--- src/rtl/core/chc_pkg.sv ---
// Shared types, constants and the arctangent table of the compass heading block.
// Depends on nothing; every other file imports it.
`default_nettype none

package chc_pkg;

  // Number of CORDIC rotations per sample (valid range 8 to 24).
  localparam int CordicSteps = 16;
  // The square roots of 24-bit sums settle in 12 digit steps.
  localparam int SqrtSteps   = 12;
  localparam int IterSteps   = (CordicSteps > SqrtSteps) ? CordicSteps : SqrtSteps;
  localparam int CntW        = $clog2(IterSteps);
  localparam int AtanIdxW    = 5;
  localparam int AtanW       = 18;

  localparam int SampW  = 12;
  localparam int DiffW  = SampW + 1;
  localparam int VecW   = 24;
  localparam int AngW   = 23;
  localparam int SqW    = 2 * SampW - 1;
  localparam int SumW   = 2 * SampW;
  localparam int RootW  = SampW;
  localparam int WrapW  = 25;
  localparam int HeadW  = 15;

  // Angles inside the CORDIC are in 1/4096 degree.
  localparam int Deg180   = 737280;
  localparam int Deg360   = 1474560;
  localparam int FullTurn = 5760;

  localparam logic [1:0] RegOffsetX     = 2'd0;
  localparam logic [1:0] RegOffsetY     = 2'd1;
  localparam logic [1:0] RegDeclination = 2'd2;

  typedef struct packed {
    logic signed [11:0] mag_x;
    logic signed [11:0] mag_y;
    logic signed [11:0] mag_z;
  } chc_in_t;

  typedef struct packed {
    logic        [12:0] heading;
    logic        [11:0] magnitude_xy;
    logic        [11:0] magnitude_xyz;
    logic signed [11:0] estimate_x;
    logic signed [11:0] estimate_y;
    logic signed [11:0] estimate_z;
  } chc_out_t;

  typedef struct packed {
    logic            load;
    logic            step;
    logic [CntW-1:0] idx;
  } chc_iter_ctrl_t;

  // atan(2^-i) in 1/4096 degree, rounded.
  function automatic logic [AtanW-1:0] atan_tab(input logic [AtanIdxW-1:0] i);
    logic [AtanW-1:0] val;
    case (i)
      5'd0:    val = 18'd184320;
      5'd1:    val = 18'd108810;
      5'd2:    val = 18'd57492;
      5'd3:    val = 18'd29184;
      5'd4:    val = 18'd14649;
      5'd5:    val = 18'd7331;
      5'd6:    val = 18'd3667;
      5'd7:    val = 18'd1833;
      5'd8:    val = 18'd917;
      5'd9:    val = 18'd458;
      5'd10:   val = 18'd229;
      5'd11:   val = 18'd115;
      5'd12:   val = 18'd57;
      5'd13:   val = 18'd29;
      5'd14:   val = 18'd14;
      5'd15:   val = 18'd7;
      5'd16:   val = 18'd4;
      5'd17:   val = 18'd2;
      5'd18:   val = 18'd1;
      default: val = '0;
    endcase
    return val;
  endfunction

endpackage

`default_nettype wire

--- src/rtl/core/compass_heading_calibration.sv ---
// Compass heading and hard-iron calibration, top level with register port.
// Depends on chc_pkg and chc_iter.
//
// Usage: a sample (mag_x, mag_y, mag_z) is one transaction on the in channel
// (valid/ready). Each sample yields one transaction on the out channel with
// the heading (1/16 degree, 0..5759), the floored magnitudes of the raw x/y
// and x/y/z vectors, and the hard-iron estimates floor((max+min)/2) per axis
// after this sample has updated the running extremes.
// Steps in order: the squares, loading the datapath, the iterations of the
// shared CORDIC/root unit, adding the declination, the modulo reduction and
// loading the output register, which raises out_valid_o.
// The block takes one sample at a time; in_ready_o is high only when idle,
// so a new sample is taken only once the last result is in the output register.
// If the receiver stalls, the finished result waits in the output register
// and the block takes the next sample; that sample's result waits in the
// final reduction step until the output register is free.
// Reset clears the offsets and declination to zero and the extremes to
// their empty values. Registers: offset_x at 0x0, offset_y at 0x4,
// declination at 0x8; write them only while the block is idle.
`default_nettype none

module compass_heading_calibration import chc_pkg::*; (
  input  wire logic        clk_i,
  input  wire logic        rst_ni,
  input  wire logic        in_valid_i,
  output logic             in_ready_o,
  input  wire chc_in_t     in_data_i,
  output logic             out_valid_o,
  input  wire logic        out_ready_i,
  output chc_out_t         out_data_o,
  input  wire logic        psel,
  input  wire logic        penable,
  input  wire logic        pwrite,
  input  wire logic [3:0]  paddr,
  input  wire logic [31:0] pwdata,
  output logic [31:0]      prdata,
  output logic             pready
);

  typedef enum logic [5:0] {
    StIdle   = 6'b000001,
    StSquare = 6'b000010,
    StSum    = 6'b000100,
    StIter   = 6'b001000,
    StWrap   = 6'b010000,
    StMod    = 6'b100000
  } state_e;

  state_e state_q, state_d;

  logic signed [11:0] off_x_q, off_y_q;
  logic signed [12:0] decl_q;
  logic signed [11:0] lo_x_q, lo_y_q, lo_z_q, hi_x_q, hi_y_q, hi_z_q;

  chc_in_t                samp_q;
  logic signed [DiffW-1:0] dx_q, dy_q;
  logic [SqW-1:0]         sq_x_q, sq_y_q, sq_z_q;
  logic signed [11:0]     est_x_q, est_y_q, est_z_q;
  logic [CntW-1:0]        cnt_q;
  logic [HeadW-1:0]       head_q;
  chc_out_t               out_q;
  logic                   out_valid_q;

  logic                   in_fire, out_free, cfg_write;
  chc_iter_ctrl_t         iter_ctrl;
  logic [SumW-1:0]        sum_xy, sum_xyz;
  logic signed [AngW-1:0] angle;
  logic [RootW-1:0]       root_xy, root_xyz;
  logic signed [23:0]     prod_x, prod_y, prod_z;
  logic signed [12:0]     mid_x, mid_y, mid_z;
  logic signed [WrapW-1:0] wrap_sum;
  logic                   out_load;

  assign pready    = 1'b1;
  assign cfg_write = psel && penable && pwrite;

  always_comb begin
    case (paddr[3:2])
      RegOffsetX:     prdata = 32'($signed(off_x_q));
      RegOffsetY:     prdata = 32'($signed(off_y_q));
      RegDeclination: prdata = 32'($signed(decl_q));
      default:        prdata = '0;
    endcase
  end

  always_ff @(posedge clk_i or negedge rst_ni) begin
    if (!rst_ni) begin
      off_x_q <= '0;
      off_y_q <= '0;
      decl_q  <= '0;
    end else if (cfg_write) begin
      case (paddr[3:2])
        RegOffsetX:     off_x_q <= pwdata[11:0];
        RegOffsetY:     off_y_q <= pwdata[11:0];
        RegDeclination: decl_q  <= pwdata[12:0];
        default: ;
      endcase
    end
  end

  assign in_ready_o  = (state_q == StIdle);
  assign in_fire     = in_valid_i && in_ready_o;
  assign out_free    = !out_valid_q || out_ready_i;
  assign out_valid_o = out_valid_q;
  assign out_data_o  = out_q;

  // Running extremes are updated at the edge that takes the sample.
  always_ff @(posedge clk_i or negedge rst_ni) begin
    if (!rst_ni) begin
      lo_x_q <= 12'sd2047;
      lo_y_q <= 12'sd2047;
      lo_z_q <= 12'sd2047;
      hi_x_q <= -12'sd2048;
      hi_y_q <= -12'sd2048;
      hi_z_q <= -12'sd2048;
    end else if (in_fire) begin
      if (in_data_i.mag_x < lo_x_q) lo_x_q <= in_data_i.mag_x;
      if (in_data_i.mag_y < lo_y_q) lo_y_q <= in_data_i.mag_y;
      if (in_data_i.mag_z < lo_z_q) lo_z_q <= in_data_i.mag_z;
      if (in_data_i.mag_x > hi_x_q) hi_x_q <= in_data_i.mag_x;
      if (in_data_i.mag_y > hi_y_q) hi_y_q <= in_data_i.mag_y;
      if (in_data_i.mag_z > hi_z_q) hi_z_q <= in_data_i.mag_z;
    end
  end

  assign prod_x = samp_q.mag_x * samp_q.mag_x;
  assign prod_y = samp_q.mag_y * samp_q.mag_y;
  assign prod_z = samp_q.mag_z * samp_q.mag_z;

  assign mid_x = {hi_x_q[11], hi_x_q} + {lo_x_q[11], lo_x_q};
  assign mid_y = {hi_y_q[11], hi_y_q} + {lo_y_q[11], lo_y_q};
  assign mid_z = {hi_z_q[11], hi_z_q} + {lo_z_q[11], lo_z_q};

  assign sum_xy  = SumW'(sq_x_q) + SumW'(sq_y_q);
  assign sum_xyz = sum_xy + SumW'(sq_z_q);

  // The bias of two full turns keeps the sum positive for any declination.
  assign wrap_sum = WrapW'(angle) + WrapW'($signed({decl_q, 8'b0}))
                  + WrapW'(2 * Deg360 + 128);

  always_comb begin
    iter_ctrl.load = (state_q == StSum);
    iter_ctrl.step = (state_q == StIter);
    iter_ctrl.idx  = cnt_q;
  end

  chc_iter u_iter (
    .clk_i      (clk_i),
    .ctrl_i     (iter_ctrl),
    .dx_i       (dx_q),
    .dy_i       (dy_q),
    .sum_xy_i   (sum_xy),
    .sum_xyz_i  (sum_xyz),
    .angle_o    (angle),
    .root_xy_o  (root_xy),
    .root_xyz_o (root_xyz)
  );

  assign out_load = (state_q == StMod) && (head_q < HeadW'(FullTurn)) && out_free;

  always_comb begin
    state_d = state_q;
    case (state_q)
      StIdle:   if (in_fire) state_d = StSquare;
      StSquare: state_d = StSum;
      StSum:    state_d = StIter;
      StIter:   if (cnt_q == CntW'(IterSteps - 1)) state_d = StWrap;
      StWrap:   state_d = StMod;
      StMod:    if (out_load) state_d = StIdle;
      default:  state_d = StIdle;
    endcase
  end

  always_ff @(posedge clk_i or negedge rst_ni) begin
    if (!rst_ni) begin
      state_q     <= StIdle;
      cnt_q       <= '0;
      out_valid_q <= 1'b0;
    end else begin
      state_q <= state_d;
      if (state_q == StIter) begin
        cnt_q <= cnt_q + 1'b1;
      end else begin
        cnt_q <= '0;
      end
      if (out_load) begin
        out_valid_q <= 1'b1;
      end else if (out_ready_i) begin
        out_valid_q <= 1'b0;
      end
    end
  end

  always_ff @(posedge clk_i) begin
    if (in_fire) begin
      samp_q <= in_data_i;
      dx_q   <= $signed({in_data_i.mag_x[11], in_data_i.mag_x}) - $signed({off_x_q[11], off_x_q});
      dy_q   <= $signed({in_data_i.mag_y[11], in_data_i.mag_y}) - $signed({off_y_q[11], off_y_q});
    end
    if (state_q == StSquare) begin
      sq_x_q  <= prod_x[SqW-1:0];
      sq_y_q  <= prod_y[SqW-1:0];
      sq_z_q  <= prod_z[SqW-1:0];
      est_x_q <= mid_x[12:1];
      est_y_q <= mid_y[12:1];
      est_z_q <= mid_z[12:1];
    end
    if (state_q == StWrap) begin
      head_q <= wrap_sum[HeadW+7:8];
    end else if ((state_q == StMod) && (head_q >= HeadW'(FullTurn))) begin
      head_q <= head_q - HeadW'(FullTurn);
    end
    if (out_load) begin
      out_q.heading       <= head_q[12:0];
      out_q.magnitude_xy  <= root_xy;
      out_q.magnitude_xyz <= root_xyz;
      out_q.estimate_x    <= est_x_q;
      out_q.estimate_y    <= est_y_q;
      out_q.estimate_z    <= est_z_q;
    end
  end

endmodule

`default_nettype wire

--- src/rtl/core/chc_iter.sv ---
// Iterative datapath: one vectoring CORDIC rotation and one square-root digit
// of each magnitude per step, up to CordicSteps and SqrtSteps. Depends on chc_pkg.
`default_nettype none

module chc_iter import chc_pkg::*; (
  input  wire logic                   clk_i,
  input  wire chc_iter_ctrl_t         ctrl_i,
  input  wire logic signed [DiffW-1:0] dx_i,
  input  wire logic signed [DiffW-1:0] dy_i,
  input  wire logic [SumW-1:0]        sum_xy_i,
  input  wire logic [SumW-1:0]        sum_xyz_i,
  output logic signed [AngW-1:0]      angle_o,
  output logic [RootW-1:0]            root_xy_o,
  output logic [RootW-1:0]            root_xyz_o
);

  logic signed [VecW-1:0] x_q, x_d, y_q, y_d;
  logic signed [AngW-1:0] ang_q, ang_d;
  logic [SumW-1:0]        nxy_q, nxy_d, nxyz_q, nxyz_d;
  logic [SumW-1:0]        rxy_q, rxy_d, rxyz_q, rxyz_d;
  logic [SumW-1:0]        bit_q, bit_d;

  logic signed [VecW-1:0] x0, y0, xs, ys;
  logic signed [AngW-1:0] step_ang;
  logic [SumW:0]          txy, txyz;
  logic                   cordic_en, sqrt_en;

  assign x0 = VecW'($signed({dx_i, 8'b0}));
  assign y0 = VecW'($signed({dy_i, 8'b0}));
  assign xs = x_q >>> ctrl_i.idx;
  assign ys = y_q >>> ctrl_i.idx;
  assign step_ang = AngW'($signed({1'b0, atan_tab(AtanIdxW'(ctrl_i.idx))}));

  assign cordic_en = ({1'b0, ctrl_i.idx} < (CntW + 1)'(CordicSteps));
  assign sqrt_en   = ({1'b0, ctrl_i.idx} < (CntW + 1)'(SqrtSteps));

  assign txy  = {1'b0, rxy_q} + {1'b0, bit_q};
  assign txyz = {1'b0, rxyz_q} + {1'b0, bit_q};

  always_comb begin
    x_d    = x_q;
    y_d    = y_q;
    ang_d  = ang_q;
    nxy_d  = nxy_q;
    nxyz_d = nxyz_q;
    rxy_d  = rxy_q;
    rxyz_d = rxyz_q;
    bit_d  = bit_q;
    if (ctrl_i.load) begin
      // A vector in the left half plane is turned by 180 degrees first.
      if (dx_i < 0) begin
        x_d   = -x0;
        y_d   = -y0;
        ang_d = AngW'(Deg180);
      end else begin
        x_d   = x0;
        y_d   = y0;
        ang_d = '0;
      end
      nxy_d  = sum_xy_i;
      nxyz_d = sum_xyz_i;
      rxy_d  = '0;
      rxyz_d = '0;
      bit_d  = SumW'(1) << (2 * (SqrtSteps - 1));
    end else if (ctrl_i.step) begin
      if (cordic_en) begin
        if (y_q > 0) begin
          x_d   = x_q + ys;
          y_d   = y_q - xs;
          ang_d = ang_q + step_ang;
        end else if (y_q < 0) begin
          x_d   = x_q - ys;
          y_d   = y_q + xs;
          ang_d = ang_q - step_ang;
        end
      end
      if (sqrt_en) begin
        if ({1'b0, nxy_q} >= txy) begin
          nxy_d = nxy_q - txy[SumW-1:0];
          rxy_d = (rxy_q >> 1) + bit_q;
        end else begin
          rxy_d = rxy_q >> 1;
        end
        if ({1'b0, nxyz_q} >= txyz) begin
          nxyz_d = nxyz_q - txyz[SumW-1:0];
          rxyz_d = (rxyz_q >> 1) + bit_q;
        end else begin
          rxyz_d = rxyz_q >> 1;
        end
        bit_d = bit_q >> 2;
      end
    end
  end

  always_ff @(posedge clk_i) begin
    x_q    <= x_d;
    y_q    <= y_d;
    ang_q  <= ang_d;
    nxy_q  <= nxy_d;
    nxyz_q <= nxyz_d;
    rxy_q  <= rxy_d;
    rxyz_q <= rxyz_d;
    bit_q  <= bit_d;
  end

  assign angle_o    = ang_q;
  assign root_xy_o  = rxy_q[RootW-1:0];
  assign root_xyz_o = rxyz_q[RootW-1:0];

endmodule

`default_nettype wire

--- config.mk ---
export PLATFORM = sky130hd
export DESIGN_NAME = compass_heading_calibration
export DESIGN_NICKNAME = d
export VERILOG_FILES = /design/src/rtl/core/chc_pkg.sv /design/src/rtl/core/compass_heading_calibration.sv /design/src/rtl/core/chc_iter.sv
export SDC_FILE = /design/constraint.sdc
export NUM_CORES = 2
export LEC_CHECK = 0
export BUFFER_PORTS_ARGS = -buffer_cell sky130_fd_sc_hd__buf_2
export CAP_MARGIN = 40
export CORE_UTILIZATION = 45
export CTS_CLUSTER_DIAMETER = 30
export DETAILED_ROUTE_END_ITERATION = 8
export GPL_ROUTABILITY_DRIVEN = 0
export GPL_TIMING_DRIVEN = 0
export HOLD_SLACK_MARGIN = 0.02
export RECOVER_POWER = 100
export SLEW_MARGIN = 10
export SYNTH_ARGS = -nofsm -noshare
export SYNTH_HDL_FRONTEND = slang
export SYNTH_SLANG_ARGS = --single-unit
--- constraint.sdc ---
create_clock -name clk_i -period 11.9 [get_ports clk_i]
set_input_delay 0.595 -clock clk_i [delete_from_list [all_inputs] [get_ports clk_i]]
set_output_delay 0.595 -clock clk_i [all_outputs]
set_load 0.01 [all_outputs]
# After elaboration in Yosys (flattened, before gate mapping)
# Memory sizes are Yosys's and may differ from the RTL's.
# Index checks and enable logic that the tools add are counted.
# classes
n_addsub,25
n_mul,3
magnitude_cmp,14
eq_ne,12
n_shift,2
mux,35
n_reduce_logical,30
# op_table
op,count
two-way mux 24 bit,20
one-hot mux 32 bit (3 select lines),1
subtractor 24 bit,4
two-way mux 23 bit,4
adder 23 x 23 -> 24 bit,3
multiplier 12 x 12 -> 23 bit,3
adder 24 x 23 -> 25 bit,2
greater-or-equal comparator 24 x 25 -> 1 bit,2
adder 24 bit,2
negation 21 -> 24 bit,2
>>> shifter 24 x 4 -> 24 bit,2
adder 12 x 12 -> 13 bit,3
> comparator 12 bit,3
less-than comparator 12 bit,3
one-hot mux 6 bit (6 select lines),1
two-way mux 15 bit,2
subtractor 12 x 12 -> 13 bit,2
adder 24 x 23 -> 24 bit,1
"> comparator 24 x 1 -> 1 bit, second input constant",1
"less-than comparator 24 x 1 -> 1 bit, second input constant",1
adder 23 x 19 -> 23 bit,1
adder 23 x 21 -> 23 bit,1
"adder 23 bit, second input constant",1
subtractor 23 x 19 -> 23 bit,1
29 further kinds,55
# totals
regBits,554
mem_bits_ro,288
inputBits,79
elab_cells,160
n_memories,1
# memory_table
name,words,width,rd,rd_ports_with_merged_regs,write_ports,line_no,text
(name not given),16,18,1,0,0,chc_pkg.sv:59,case (i)

# Longest topological paths before layout
# depth
depth_word,6
mapped_depth,28

# Modules after synthesis
# From an unflattened synthesis, not the netlist that was laid out.
# hier_totals
hier_cells,5800
hier_area_um2,55012.8
# modules_own_cells
mod,instances,cells_per_inst,area_per_inst_um2
compass_heading_calibration,1,3310,34364.2
chc_iter,1,2490,20648.6

# Worst setup path before layout
# No wires, ideal clock.
# synth_path
path_kind,reg-to-reg
startpoint,reg state_q[2]
endpoint,reg state_q[0]
arrival_ps,9086
path_slack_ps,2474
path_stages_with_launch,4
path_buffers,0
synth_period_minus_slack_ps,9426
path_cell_list,dfrtp_1 > or4_1 > nor3b_1 > o41ai_1
# synth_between
elab_chain_cells,5
word_cells_on_any_way,14
# synth_rtl
item,line_no,text
from (decl),compass_heading_calibration.sv:49,"state_e state_q, state_d;"
from (signal assigned),compass_heading_calibration.sv:176,state_q <= StIdle;
from (signal assigned),compass_heading_calibration.sv:180,state_q <= state_d;
== test 6 bit,"compass_heading_calibration.sv:159, compass_heading_calibration.sv:163",
logical AND 1 bit (2 in a row),compass_heading_calibration.sv:159,assign out_load = (state_q == StMod) && (head_q < HeadW'(FullTurn)) && out_free;
!= test 2 bit (no line),n/a,
AND reduction 3 bit (no line),n/a,
# Parallel ways exist; a longest one is shown, timed or not.
# A chain may end at the register's enable or synchronous reset.

# Worst setup path in the final report
# layout_path
startpoint,reg cnt_q[3]
endpoint,reg u_iter.y_q[22] (data pin)
# layout_between
elab_chain_cells,6
word_cells_on_any_way,7
# layout_rtl
item,line_no,text
from (decl),compass_heading_calibration.sv:59,logic [CntW-1:0] cnt_q;
from (signal assigned),compass_heading_calibration.sv:182,cnt_q <= cnt_q + 1'b1;
>>> shifter 24 x 4 -> 24 bit (*),chc_iter.sv:30,assign xs = x_q >>> ctrl_i.idx;
adder 24 bit,chc_iter.sv:73,y_d = y_q + xs;
two-way mux 24 bit,chc_iter.sv:71,end else if (y_q < 0) begin
two-way mux 24 bit (*),chc_iter.sv:67,if (y_q > 0) begin
two-way mux 24 bit (*),chc_iter.sv:65,end else if (ctrl_i.step) begin
two-way mux 24 bit (*),chc_iter.sv:49,if (ctrl_i.load) begin
via u_iter.y_d[22],chc_iter.sv:17,"logic signed [VecW-1:0] x_q, x_d, y_q, y_d;"
to (signal assigned),chc_iter.sv:97,y_q <= y_d;
to (decl),chc_iter.sv:17,
# The timed path passes the listed nets; every way through them passes the cells marked *. The select of a mux whose other input is x is not followed.

==> results.cfg <==
[run_status]
outcome = complete, but fails checks
failed_checks = capacitance limit, slew limit

[synthesis]
ys_warn_count = 0
yosysMostFrequentCell = inv_1
async_reset_ff_share_pct = 21.78
syn-instance-count = 5517
syn-num-nets = 6502
synth_top_area_share_pct = 20.94
ys.flop_type = edfxtp_1
synth.distinct_cells = 95
ys_seq_elements = 551
synth_edf_count = 371
synth_top_area_cell = edfxtp_1
synth_area_leaders = edfxtp_1 21%, fa_1 14%, ha_1 13%, inv_1 5.3%, xnor2_1 4.2%
seq_area_frac_synth_pct = 28.93
syn_area_per_cell_um2 = 9.643
synth_commonest_cells = 748 x inv_1, 541 x ha_1, 470 x nand2_1
synth_area_mm2 = 0.05320

[cts]
numCtsBuffers = 149
clk_pin_slew_worst_paths_ns = 0.04
clkLatencyLatePin_ns = 0.78
post_cts.repair.setup_buffers = 0
cts_root_buf = clkbuf_16
cts_max_level = 4
cts_tree = done
clock_sinks = 551
cts_buffer_depth = 3

[critical_path]
worstPathArrival_ns = 10.46
end_kind = register
path_max_fanout = 10
crit_required_ns = 12.38
start_kind = register
worstSetupPathType = register to register

[routing]
first_iter_violations = 3005
firstDrtPassIters = 5
ant_nets = 0
wl_per_cell_um = 19.67
via_per_inst = 5.529
num_vias = 41560
drc = 0
wirelength_um = 147900

[floorplanning]
start_util_pct = 45.60
die_area_mm2 = 0.1196
core-area_mm2 = 0.1167
die_y_um = 345.8
pin_count = 187
rows = 125
die_x_um = 345.8

[grt]
grt_pass1_vias = 41410
antenna_found_initial = 11
track_usage_pct = 24.81
grt_pass1_wl_um = 232600
grt_max_degree = 63
overflow = 0

[sta]
slew_violations = 232
finalClockSkew_ns = 0.04576
worstMarginPinSlew_ns = 3.574
max-slew-margin-rel_pct = -138.3
setup_viol = 0
finalCriticalPeriod_ns = 9.985
rsz0062_at_grt = no
hold_viol = 0
max_freq_mhz = 100.2
fin_crit_sh_pct = 83.91

[placed_design]
dpl.hpwl_um = 116600
portBuffers = 163

[run]
cap_violations = 8

[finish]
fillCellCount = 10840
utilization_pct = 52.18
drive_above_1_share_pct = 9.364
multi_input_comb_area_mm2 = 0.03418
final_nets = 6852
syn2layout_area_growth_pct = 14.44
seqCellArea_mm2 = 0.01539

[min_path]
hp-class = primary input to register
## cell type report
class	count	share of cell area (%)
clock buffers	192	6.628
diodes	3	0.01233
clock inverters	83	1.416
multi-input cells	4031	56.14
well taps	1524	3.132
repair buffers	199	1.461
plain buffers	183	1.293
flip-flops and latches	551	25.28
inverters	752	4.639
## worst max-delay path, cell delays in order (launching register included)
cell and delay, ns:
dfrtp_1 0.35, clkbuf_1 0.55, clkbuf_1 0.56, clkbuf_1 0.56, clkbuf_1 0.54, clkbuf_1 0.62
clkbuf_1 0.74, clkbuf_1 0.71, a21o_1 0.24, ha_1 0.23, nand2_1 0.05, o21ai_0 0.14
fa_1 0.44, a21o_1 0.17, a21o_1 0.21, a2111oi_0 1.41, o21ai_0 0.51, o31a_1 0.44
a41o_1 0.28, or4_1 0.41, a31oi_1 0.21, xor2_1 0.17, o21ai_0 0.11
## stage by stage
stage / TNS (ns) / cell area (µm²) / cells / hold WS, ns / worst slack (ns)
2_1_floorplan: 0 / 53200 / 5517 / 0.2994 / 2.474
3_3_place_gp: -129.63 / 55920 / 7204 / 0.4041 / -1.643
3_5_place_dp: 0 / 56400 / 7236 / 0.4059 / 3.323
4_1_cts: 0 / 61310 / 7513 / 0.03602 / 3.297
5_1_grt: 0 / 60880 / 7517 / 0.07957 / 1.669
6_report: 0 / 60880 / 7518 / 0.08883 / 1.915
## cell families (layout without fill, tap and decap cells)
| group | after synthesis | in the layout | synth area share, % |
|---|---|---|---|
| and+or+nand+nor | 1403 | 1403 | 12.39 |
| AOI/OAI and AO/OA | 1082 | 1082 | 12.82 |
| buffers and inverters | 935 | 1409 | 6.828 |
| adders and majority gates | 906 | 906 | 26.46 |
| DFF | 551 | 551 | 28.93 |
| xor gates and xnor gates | 393 | 393 | 6.470 |
| muxes | 246 | 246 | 6.096 |
| other | 1 | 4 | 0.007049 |
## state kept, by name, summed over array words and instances, names as in the netlist, 13 cells and up
| name | count |
|---|---|
| sq_x_q | 22 |
| u_iter.rxyz_q | 24 |
| u_iter.rxy_q | 24 |
| u_iter.nxy_q | 24 |
| sq_y_q | 22 |
| u_iter.angle_o | 23 |
| head_q | 15 |
| sq_z_q | 22 |
| out_data_o | 73 |
| u_iter.x_q | 24 |
| u_iter.y_q | 24 |
| dx_q | 13 |
| decl_q | 13 |
| dy_q | 13 |
| samp_q | 36 |
| u_iter.nxyz_q | 24 |
## path summary, 6_finish.rpt
kind / start / to / slack [ns] / cells past startpoint
max in group asynchronous: rst_ni / hi_z_q[3] / 5.67 / 3
min: pwdata[12] / decl_q[12] / 0.09 / 3
min in group asynchronous: rst_ni / lo_y_q[11] / 1.58 / 2
max: cnt_q[3] / u_iter.y_q[22] / 1.92 / 22
min reg2reg: est_y_q[0] / out_data_o[12] / 0.40 / 0
max reg2reg: cnt_q[3] / u_iter.y_q[22] / 1.92 / 22
## per-layer routing
metal,GRT usage [%],vias to the layer above,share of wire (%)
li1,-,19790,-
met1,34.36,20180,45
met2,38.59,1314,45
met3,4.206,278,6.5
met4,9.814,6,3.6
met5,0,-,0.026
## placed cells by master (no fill, tap or decap), types with 17 or more instances in the layout
cell type | netlist | layout
nor2b_1 | 65 | 65
a211oi_1 | 45 | 45
a21oi_1 | 282 | 282
buf_2 | 14 | 46
fa_1 | 365 | 365
mux2i_1 | 81 | 81
a21o_1 | 95 | 95
xor2_1 | 135 | 135
mux4_2 | 51 | 51
ha_1 | 541 | 541
clkinv_2 | 0 | 31
dfrtp_1 | 83 | 83
or3_1 | 21 | 21
clkbuf_16 | 0 | 153
and2_1 | 90 | 83
o21ai_0 | 289 | 288
o31ai_1 | 38 | 38
a31oi_1 | 68 | 68
mux2_2 | 114 | 114
nor4_1 | 28 | 28
o21a_1 | 38 | 38
o21bai_1 | 37 | 37
nand3_1 | 71 | 71
inv_1 | 748 | 748
nor3_1 | 82 | 83
a21boi_0 | 28 | 28
nor2_1 | 378 | 378
nand2_1 | 470 | 470
clkbuf_4 | 0 | 19
o211ai_1 | 17 | 17
a31o_2 | 19 | 19
edfxtp_1 | 371 | 371
nand4_1 | 31 | 31
dfxtp_1 | 60 | 60
and3_1 | 35 | 35
clkbuf_1 | 123 | 324
nand2b_1 | 50 | 50
dfstp_2 | 37 | 35
or2_2 | 18 | 18
xnor2_1 | 258 | 258
## what timing repair did
action / 4_1_cts / 5_1_grt
hold endpoints to repair: 53 / 0
resized for setup: 0 / 0
hold buffers: 2 / 0
Power is not shown: default switching activity piles up to over one toggle a cycle in this logic, so the estimate is an artifact.
